File: config.mk
export PLATFORM = sky130hd
export DESIGN_NAME = load_record_deframer_range_filter
export DESIGN_NICKNAME = d
export VERILOG_FILES = /design/src/rtl/lrd_pkg.sv /design/src/rtl/lrd_cfg.sv /design/src/rtl/lrd_parse.sv /design/src/rtl/load_record_deframer_range_filter.sv
export SDC_FILE = /design/constraint.sdc
export NUM_CORES = 1
export LEC_CHECK = 0
export BUFFER_PORTS_ARGS = -buffer_cell sky130_fd_sc_hd__buf_2
export CORE_MARGIN = 4
export CORE_UTILIZATION = 52
export CTS_CLUSTER_SIZE = 16
export DETAILED_ROUTE_END_ITERATION = 10
export MAX_ROUTING_LAYER = met4
export PLACE_DENSITY = 0.71
export SYNTH_ARGS = -nofsm -noshare
export SYNTH_HDL_FRONTEND = slang
export SYNTH_SLANG_ARGS = --single-unit
File: constraint.sdc
create_clock -name clk -period 1.8 [get_ports clk]
set_input_delay 0.54 -clock clk [delete_from_list [all_inputs] [get_ports clk]]
set_output_delay 0.54 -clock clk [all_outputs]
set_load 0.01 [all_outputs]
File: src/rtl/lrd_pkg.sv
// Shared types and constants for the load record deframer.
// Used by the configuration registers, the record parser, the top level
// and the port checker. Depends on nothing.
package lrd_pkg;

  localparam logic [7:0] ID_LOAD   = 8'h02;
  localparam logic [7:0] ID_FILL   = 8'h00;

  localparam int unsigned CFG_IDX_W = 2;
  localparam int unsigned ADDR_W    = 16;

  localparam logic [CFG_IDX_W-1:0] CFG_WINDOW_LOW  = 2'd0;
  localparam logic [CFG_IDX_W-1:0] CFG_WINDOW_HIGH = 2'd1;

  localparam logic [ADDR_W-1:0] WINDOW_LOW_RST  = 16'h0000;
  localparam logic [ADDR_W-1:0] WINDOW_HIGH_RST = 16'hFFFF;

  localparam logic KIND_DATA = 1'b0;
  localparam logic KIND_STOP = 1'b1;

  typedef struct packed {
    logic [ADDR_W-1:0] low;
    logic [ADDR_W-1:0] high;
  } window_t;

  typedef struct packed {
    logic       kind;
    logic [7:0] data;
  } result_t;

endpackage

File: src/rtl/lrd_cfg.sv
// Window configuration registers of the load record deframer.
// Depends on lrd_pkg.
module lrd_cfg (
  input  logic                           clk,
  input  logic                           rst_n,
  input  logic                           cfg_we,
  input  logic [lrd_pkg::CFG_IDX_W-1:0]  cfg_index,
  input  logic [lrd_pkg::ADDR_W-1:0]     cfg_wdata,
  output lrd_pkg::window_t               window
);
  import lrd_pkg::*;

  window_t window_r;

  always_ff @(posedge clk) begin
    if (!rst_n) begin
      window_r.low  <= WINDOW_LOW_RST;
      window_r.high <= WINDOW_HIGH_RST;
    end else if (cfg_we) begin
      // Writes to indexes outside the register list are dropped.
      if (cfg_index == CFG_WINDOW_LOW) begin
        window_r.low <= cfg_wdata;
      end
      if (cfg_index == CFG_WINDOW_HIGH) begin
        window_r.high <= cfg_wdata;
      end
    end
  end

  assign window = window_r;

endmodule

File: src/rtl/lrd_parse.sv
// Record parser: phase state machine, record address, byte count and
// window flag, with the result for the byte being stepped.
// Depends on lrd_pkg.
module lrd_parse (
  input  logic              clk,
  input  logic              rst_n,
  input  logic              step,
  input  logic [7:0]        byte_in,
  input  lrd_pkg::window_t  window,
  output logic              res_valid,
  output lrd_pkg::result_t  res
);
  import lrd_pkg::*;

  typedef enum logic [2:0] {
    PH_WAIT_ID,
    PH_ADDR_HI,
    PH_ADDR_LO,
    PH_LENGTH,
    PH_DATA,
    PH_STOPPED
  } phase_t;

  phase_t            phase_r, phase_nxt;
  logic [ADDR_W-1:0] addr_r, addr_nxt;
  logic [7:0]        left_r, left_nxt;
  logic              in_win_r, in_win_nxt;
  logic [ADDR_W-1:0] full_addr;
  logic [7:0]        left_dec;

  assign full_addr = {addr_r[ADDR_W-1:8], byte_in};
  assign left_dec  = left_r - 8'd1;

  always_comb begin
    phase_nxt  = phase_r;
    addr_nxt   = addr_r;
    left_nxt   = left_r;
    in_win_nxt = in_win_r;
    res_valid  = 1'b0;
    res.kind   = KIND_DATA;
    res.data   = byte_in;
    unique case (phase_r)
      PH_STOPPED: begin
        phase_nxt = PH_STOPPED;
      end
      PH_ADDR_HI: begin
        addr_nxt  = {byte_in, 8'h00};
        phase_nxt = PH_ADDR_LO;
      end
      PH_ADDR_LO: begin
        // The window is sampled once per record, on the low address byte.
        addr_nxt   = full_addr;
        in_win_nxt = (full_addr >= window.low) && (full_addr <= window.high);
        phase_nxt  = PH_LENGTH;
      end
      PH_LENGTH: begin
        left_nxt  = byte_in;
        phase_nxt = (byte_in == 8'd0) ? PH_WAIT_ID : PH_DATA;
      end
      PH_DATA: begin
        left_nxt  = left_dec;
        phase_nxt = (left_dec == 8'd0) ? PH_WAIT_ID : PH_DATA;
        res_valid = in_win_r;
      end
      default: begin
        if (byte_in == ID_FILL) begin
          phase_nxt = PH_WAIT_ID;
        end else if (byte_in == ID_LOAD) begin
          phase_nxt = PH_ADDR_HI;
        end else begin
          phase_nxt = PH_STOPPED;
          res_valid = 1'b1;
          res.kind  = KIND_STOP;
        end
      end
    endcase
  end

  always_ff @(posedge clk) begin
    if (!rst_n) begin
      phase_r  <= PH_WAIT_ID;
      addr_r   <= '0;
      left_r   <= '0;
      in_win_r <= 1'b0;
    end else if (step) begin
      phase_r  <= phase_nxt;
      addr_r   <= addr_nxt;
      left_r   <= left_nxt;
      in_win_r <= in_win_nxt;
    end
  end

endmodule

File: src/rtl/load_record_deframer_range_filter.sv
// Load record deframer with a start-address window filter. The block takes
// one byte per transaction on the input channel and parses load records: an
// id byte 0x02, the start address high and low bytes, a length byte and
// that many data bytes, with zero bytes between records skipped. Data bytes
// of a record whose start address lies in [window_low, window_high] leave
// on the result channel with result kind 0; the window is sampled when the
// address low byte is parsed. Any other id byte gives one result of kind 1
// carrying that byte, after which all input is taken and dropped until
// reset. The block sustains one byte per clock while out_stall is low: a
// byte is captured in an input register, parsed by a single level of
// phase logic once the output register is free, and its result lands in
// an output register, so a new byte is accepted while a finished result
// still waits downstream. Each result passes the input register, then the
// output register. The user must write window registers through the cfg
// port only while no byte is in flight; the block does not enforce this.
// Depends on lrd_pkg, lrd_cfg and lrd_parse.
module load_record_deframer_range_filter (
  input  logic                           clk,
  input  logic                           rst_n,
  // Input byte channel.
  input  logic                           in_valid,
  output logic                           in_stall,
  input  logic [7:0]                     in_byte,
  // Result channel.
  output logic                           out_valid,
  input  logic                           out_stall,
  output logic                           out_result_kind,
  output logic [7:0]                     out_byte,
  // Configuration write port.
  input  logic                           cfg_we,
  input  logic [lrd_pkg::CFG_IDX_W-1:0]  cfg_index,
  input  logic [lrd_pkg::ADDR_W-1:0]     cfg_wdata
);
  import lrd_pkg::*;

  window_t    window;
  logic       s1_valid_r;
  logic [7:0] s1_byte_r;
  logic       s1_adv;
  logic       res_valid;
  result_t    res;
  logic       out_valid_r;
  result_t    out_r;
  logic       out_free;

  lrd_cfg u_cfg (
    .clk       (clk),
    .rst_n     (rst_n),
    .cfg_we    (cfg_we),
    .cfg_index (cfg_index),
    .cfg_wdata (cfg_wdata),
    .window    (window)
  );

  // The output register is free when empty or being drained this cycle.
  // The held byte moves through the parser only then, so a result is never
  // dropped; bytes that yield no result move under the same rule.
  assign out_free = !out_valid_r || !out_stall;
  assign s1_adv   = s1_valid_r && out_free;
  assign in_stall = s1_valid_r && !out_free;

  lrd_parse u_parse (
    .clk       (clk),
    .rst_n     (rst_n),
    .step      (s1_adv),
    .byte_in   (s1_byte_r),
    .window    (window),
    .res_valid (res_valid),
    .res       (res)
  );

  // Input register.
  always_ff @(posedge clk) begin
    if (!rst_n) begin
      s1_valid_r <= 1'b0;
    end else if (!in_stall) begin
      s1_valid_r <= in_valid;
    end
  end

  always_ff @(posedge clk) begin
    if (in_valid && !in_stall) begin
      s1_byte_r <= in_byte;
    end
  end

  // Output register.
  always_ff @(posedge clk) begin
    if (!rst_n) begin
      out_valid_r <= 1'b0;
    end else if (out_free) begin
      out_valid_r <= s1_adv && res_valid;
    end
  end

  always_ff @(posedge clk) begin
    if (s1_adv && res_valid && out_free) begin
      out_r <= res;
    end
  end

  assign out_valid       = out_valid_r;
  assign out_result_kind = out_r.kind;
  assign out_byte        = out_r.data;

endmodule

# Word-level counts from Yosys, hierarchy flattened

Cells that the tools add are included.

RAM bits: 0
Input port bits: 31
Bits in registers: 71
Memory bits (read-only): 0
Logic and storage cells: 54
Bits in latches: 0
Output and inout port bits: 11
Memories: 0

Shift-type cells: 0
Bitwise operators: 1
Add/subtract/negate cells: 1
Multipliers: 0
Magnitude comparators: 2
Reductions and logical operators: 22
Divide/modulo/power cells: 0
Equal/unequal tests: 7
Muxes and demuxes: 10

Operator list:

| kind                                             | number |
|---|---|
| one-hot mux 16 bit (2 select lines)              | 1 |
| >= comparator 16 bit                             | 1 |
| <= comparator 16 bit                             | 1 |
| logical NOT 8 bit                                | 2 |
| one-hot mux 8 bit (2 select lines)               | 1 |
| one-hot mux 3 bit (5 select lines)               | 1 |
| two-way mux 3 bit                                | 4 |
| == test 8 x 2 -> 1 bit, second input constant    | 1 |
| AND reduction 2 bit                              | 4 |
| subtractor 8 x 1 -> 8 bit, second input constant | 1 |
| == test 3 x 2 -> 1 bit, second input constant    | 2 |
| == test 3 bit, second input constant             | 2 |
| logical AND 1 bit                                | 6 |
| OR reduction 5 bit                               | 1 |
| logical NOT 1 bit                                | 4 |
| OR reduction 4 bit                               | 1 |
| == test 3 x 1 -> 1 bit, second input constant    | 1 |
| AND reduction 3 bit                              | 1 |
| == test 2 x 1 -> 1 bit, second input constant    | 1 |
| logical NOT 2 bit                                | 1 |
| two-way mux 1 bit                                | 2 |
| one-hot mux 1 bit (2 select lines)               | 1 |
| nonzero test 2 bit                               | 1 |
| logical OR 1 bit                                 | 1 |
| inverter 1 bit                                   | 1 |

# Depth between registers and ports, before layout

Word-level depth: 6
Mapped depth: 8
Mapped depth without buffers: 7

# Modules after synthesis

Synthesis repeated with hierarchy kept, for this count alone.

Cell total of the unflattened synthesis: 425
Area, all modules: 4045.1 um2

By module, submodules not included:

| module                            | instances | cells an instance | sequential area each (um2) | area an instance (um2) |
|---|---|---|---|---|
| lrd_parse                         | 1         | 254               | 400.4                      | 2026.9 |
| lrd_cfg                           | 1         | 144               | 640.6                      | 1416.4 |
| load_record_deframer_range_filter | 1         | 27                | 550.5                      | 601.8 |

# Worst setup path after synthesis

No wires, ideal clock.

Path kind: reg2reg
From: register u_parse.left_r[0]
To: register u_parse.phase_r[2]
Path slack: -0.117 ns
Setup time: 0.126 ns
Path buffers: 0
Period minus slack after synthesis: 1.917 ns
Required time: 1.674 ns
Data arrival time: 1.792 ns
Cell stages (with the launch flop): 8
Cell sequence: dfxtp_1 > inv_1 > ha_1 > nor3b_2 > and3b_1 > or4_1 > a221oi_1 > a21oi_1

Cells in the longest elaborated chain, start to end: 4

Ends and longest elaborated chain:

| item                               | line            | source |
|---|---|---|
| start: declaration                 | lrd_parse.sv:26 | `logic [7:0] left_r, left_nxt;` |
| start signal: assignment           | lrd_parse.sv:88 | `left_r <= left_nxt;` |
| subtractor 8 x 1 -> 8 bit          | lrd_parse.sv:32 | `assign left_dec = left_r - 8'd1;` |
| logical NOT 8 bit                  | lrd_parse.sv:62 | `phase_nxt = (left_dec == 8'd0) ? PH_WAIT_ID : PH_DATA;` |
| two-way mux 3 bit                  | lrd_parse.sv:62 |  |
| one-hot mux 3 bit (5 select lines) | lrd_parse.sv:42 | `unique case (phase_r)` |
| end signal: assignment             | lrd_parse.sv:86 | `phase_r <= phase_nxt;` |
| end: declaration                   | lrd_parse.sv:24 | `phase_t phase_r, phase_nxt;` |

Every way passes these cells.
A chain may end at the register's enable or synchronous reset.

# Worst setup path after layout

From: register s1_byte_r[5]
To: register u_parse.in_win_r

Cells in the longest elaborated chain, start to end: 2
Elaborated cells on any way between the ends: 3
Those cells by class: order compare: 2; reduce/logical: 1

Ends and longest elaborated chain:

| item                                                         | line                                    | source |
|---|---|---|
| start: declaration                                           | load_record_deframer_range_filter.sv:38 | `logic [7:0] s1_byte_r;` |
| start signal: assignment                                     | load_record_deframer_range_filter.sv:83 | `s1_byte_r <= in_byte;` |
| >= comparator 16 bit or <= comparator 16 bit (tied branches) | lrd_parse.sv:53                         | `in_win_nxt = (full_addr >= window.low) && (full_addr <= window.high);` |
| logical AND 1 bit *                                          | lrd_parse.sv:53                         |  |
| end signal: assignment                                       | lrd_parse.sv:89                         | `in_win_r <= in_win_nxt;` |
| end: declaration                                             | lrd_parse.sv:27                         | `logic in_win_r, in_win_nxt;` |

Every way passes the cells marked *; elsewhere a longest branch is shown, timed or not.

==> impl_metrics.json <==
{
  "status": "finished, violations left",
  "violations": "setup timing",
  "yosysSeqAreaShare": 0.4438,
  "die_w_um": 91.04,
  "seqCellArea_um2": 1594,
  "root_buffer": "clkbuf_8",
  "cp_cell_sequence": "buf_4 > ha_1 > a211o_1 > a21oi_1 > o21ai_0 > a21oi_1 > o41ai_1",
  "worstPathRequired_ns": 2.03,
  "cpPeakStageDelay_ns": 0.41,
  "drtIter0Drc": 225,
  "max_freq_ghz": 0.5314,
  "insertion_delay_ns": 0.35,
  "fin_total_pwr_w": 0.003963,
  "rsz0062_at_grt": "true",
  "ios": 42,
  "arrival_ns": 2.12,
  "h-tree-depth": 3,
  "diodes": 0,
  "multiInputGateArea_um2": 1854,
  "vias_per_cell": 5.692,
  "grt_pass1_wl_um": 14800,
  "cts_sinks": 71,
  "async_reset_ff_frac": 0,
  "wl_per_cell_um": 16.12,
  "cp_num_buf_inv": 1,
  "nFillCells": 522,
  "ys_ff_latch": 71,
  "power.share.sequential": 0.439,
  "hold_class": "primary input to flop",
  "stdcell_count": 569,
  "synth_flop_cell": "dfxtp_1",
  "tritoncts": "built",
  "swShare": 0.2432,
  "skew_ns": 0.01116,
  "routed_wl_um": 9171,
  "place_inst": 543,
  "hold_viol": 0,
  "drcViolationCount": 0,
  "io_buffer_count": 41,
  "floorplan.rows": 30,
  "path_max_fanout": 3,
  "grt_antenna_before_repair": 0,
  "synth_fp_nets": 474,
  "period_share": 1.045,
  "worst_pin_slew_ns": 0.3728,
  "grt_usage": 0.2294,
  "die_y_um": 91.04,
  "drive_gt1_frac": 0.2536,
  "cts_buffer_depth": 2,
  "syn_area_um2": 3586,
  "cellPowerDensity_nw_per_um2": 877.9,
  "p_int_w": 0.002999,
  "start_kind": "flop",
  "leakage_nw": 1.949,
  "drv_cap": 0,
  "post-route-min-period_ns": 1.882,
  "cp_slowest_cell": "edfxtp_1",
  "synth-edff-count": 17,
  "fin_ws_ns": -0.08176,
  "cts_hold_buf": 0,
  "clkTransAtPathRegs_ns": 0.08,
  "num_vias": 3239,
  "max-slew-margin-rel": 0.7515,
  "drv_slew": 0,
  "synthCells": 409,
  "synth_cell_types": 52,
  "overflow": 0,
  "peakVddDrop_uv": 373.3,
  "hpwlAfterDp_um": 6363,
  "core_area_um2": 6756,
  "final_nets": 549,
  "cts_made_buffers": 9,
  "path_class": "flop to flop",
  "yosys_warnings": 0,
  "power.switching_w": 0.0009636,
  "area_growth_pct": 25.89,
  "combPwrFrac": 0.130,
  "final_antenna_net_count": 0,
  "clockPowerShare": 0.430,
  "initial_core_util": 0.5307,
  "dieArea_um2": 8288,
  "setup_viol": 12,
  "critical_path.top_delay_family": "compound AO/OA/AOI/OAI gates",
  "drtPass1Iterations": 5,
  "gp_congestion": 0.8708,
  "grt_pass1_vias": 3036,
  "avgSynthCellArea_um2": 8.768,
  "cpMostUsedCell": "a21oi_1",
  "grt_start_max_net_pins": 33,
  "cp-end-kind": "flop"
}
-- worst paths after layout --
kind,endpoint,slack [ns],from,cells past startpoint
setup / recovery,u_parse.in_win_r,-0.08,s1_byte_r[5],7
hold / removal,s1_byte_r[0],0.36,in_byte[0],1
setup reg to reg,u_parse.in_win_r,-0.08,s1_byte_r[5],7
hold reg to reg,u_cfg.window[28],0.46,u_cfg.window[28],2
-- cell families (layout without fill, tap and decap cells) --
kind of cell,after synthesis,count (layout),synth area share
compound gates,104,104,0.1807
buf+inv,59,139,0.06350
flops,71,71,0.4438
xor+xnor,2,2,0.004886
simple gates,139,139,0.1884
fa+ha+maj,34,34,0.1186
-- cell usage in the layout, fill, tap and decap left out, types with 4 or more instances in the layout --
| cell | instances |
|---|---|
| nand3_1 | 12 |
| o21ai_1 | 7 |
| dfxtp_1 | 52 |
| ha_1 | 31 |
| buf_2 | 41 |
| o21ai_0 | 12 |
| clkbuf_8 | 9 |
| nand4_1 | 6 |
| buf_4 | 41 |
| edfxtp_1 | 17 |
| bufinv_16 | 4 |
| inv_1 | 35 |
| nand2b_1 | 4 |
| nand2_1 | 74 |
| a21oi_1 | 43 |
| a22oi_1 | 4 |
| o211ai_1 | 20 |
| nor2_1 | 14 |
-- Yosys cell counts (all sizes together), types with 3 or more instances --
master | instances | area share
nand4 | 6 | 0.010
o21ai | 19 | 0.027
nand2 | 74 | 0.077
nand3 | 12 | 0.017
o211ai | 20 | 0.042
nor3b | 3 | 0.0091
ha | 34 | 0.12
nor2 | 14 | 0.015
clkbuf | 17 | 0.018
a21oi | 44 | 0.062
a22oi | 4 | 0.0084
or3 | 3 | 0.0052
nand2b | 4 | 0.0070
dfxtp | 54 | 0.30
inv | 38 | 0.040
or4 | 3 | 0.0084
and3b | 3 | 0.0073
nor3 | 3 | 0.0042
a221oi | 3 | 0.0073
edfxtp | 17 | 0.14
buf | 3 | 0.0049
-- worst reg2reg max path: stages (launching register included) --
cell	delay [ns]
edfxtp_1	0.41
buf_4	0.17
ha_1	0.31
a211o_1	0.27
a21oi_1	0.19
o21ai_0	0.15
a21oi_1	0.19
o41ai_1	0.09
-- layout make-up --
type,instances,share of cell area
sequential,71,0.3531
clock buffer,9,0.02744
timing repair buffer,84,0.1225
tap,80,0.02217
inverter,39,0.03243
clock inverter,7,0.03160
multi-input combinational,279,0.4108
-- routing by layer --
layer  vias up  routed length [um]  GRT usage
li1       1587                   -          -
met1      1530                4032     0.2880
met2       106                4391     0.3685
met3        16                 572    0.05137
met4         0                 175    0.07412
met5         -                   0          -
-- power groups by stage --
stage / logic, W / clock network, W / registers [W]
floorplan: 0.000275 / 0 / 0.00178
global placement: 0.000456 / 0 / 0.00178
detailed placement: 0.000469 / 0 / 0.00178
CTS: 0.000486 / 0.00172 / 0.00174
global route: 0.000572 / 0.00179 / 0.00175
finish: 0.000516 / 0.00171 / 0.00174
-- per-stage QoR --
stage / TNS, ns / worst slack [ns] / hold WS (ns) / cell area (um^2) / utilization
6_report: -0.5426 / -0.08176 / 0.3642 / 4514 / 0.6681
3_3_place_gp: -0.04614 / -0.03278 / 0.4439 / 4115 / 0.6091
5_1_grt: -1.654 / -0.1932 / 0.3420 / 4514 / 0.6681
2_1_floorplan: 0 / 0.001154 / 0.4363 / 3613 / -
3_5_place_dp: -0.8788 / -0.09140 / 0.4494 / 4115 / 0.6091
4_1_cts: -0.06342 / -0.04680 / 0.3513 / 4433 / 0.6561
-- timing repair --
action | in CTS | in global routing
setup endpoints to repair | 12 | 13
hold endpoints to repair | 0 | 0
gates resized for setup | 5 | 7
pin swaps | 2 | 10
setup buffers | 5 | 6
-- sequential cells by signal, indices dropped and copies added (netlist names) --
| name | flops |
|---|---|
| u_parse.left_r | 8 |
| out_byte | 8 |
| u_parse.phase_r | 3 |
| u_parse.in_win_r | 1 |
| out_valid | 1 |
| s1_byte_r | 8 |
| u_parse.addr_r | 8 |
| s1_valid_r | 1 |
| u_cfg.window | 32 |
| out_result_kind | 1 |
Power figures use the tool's default switching activity.
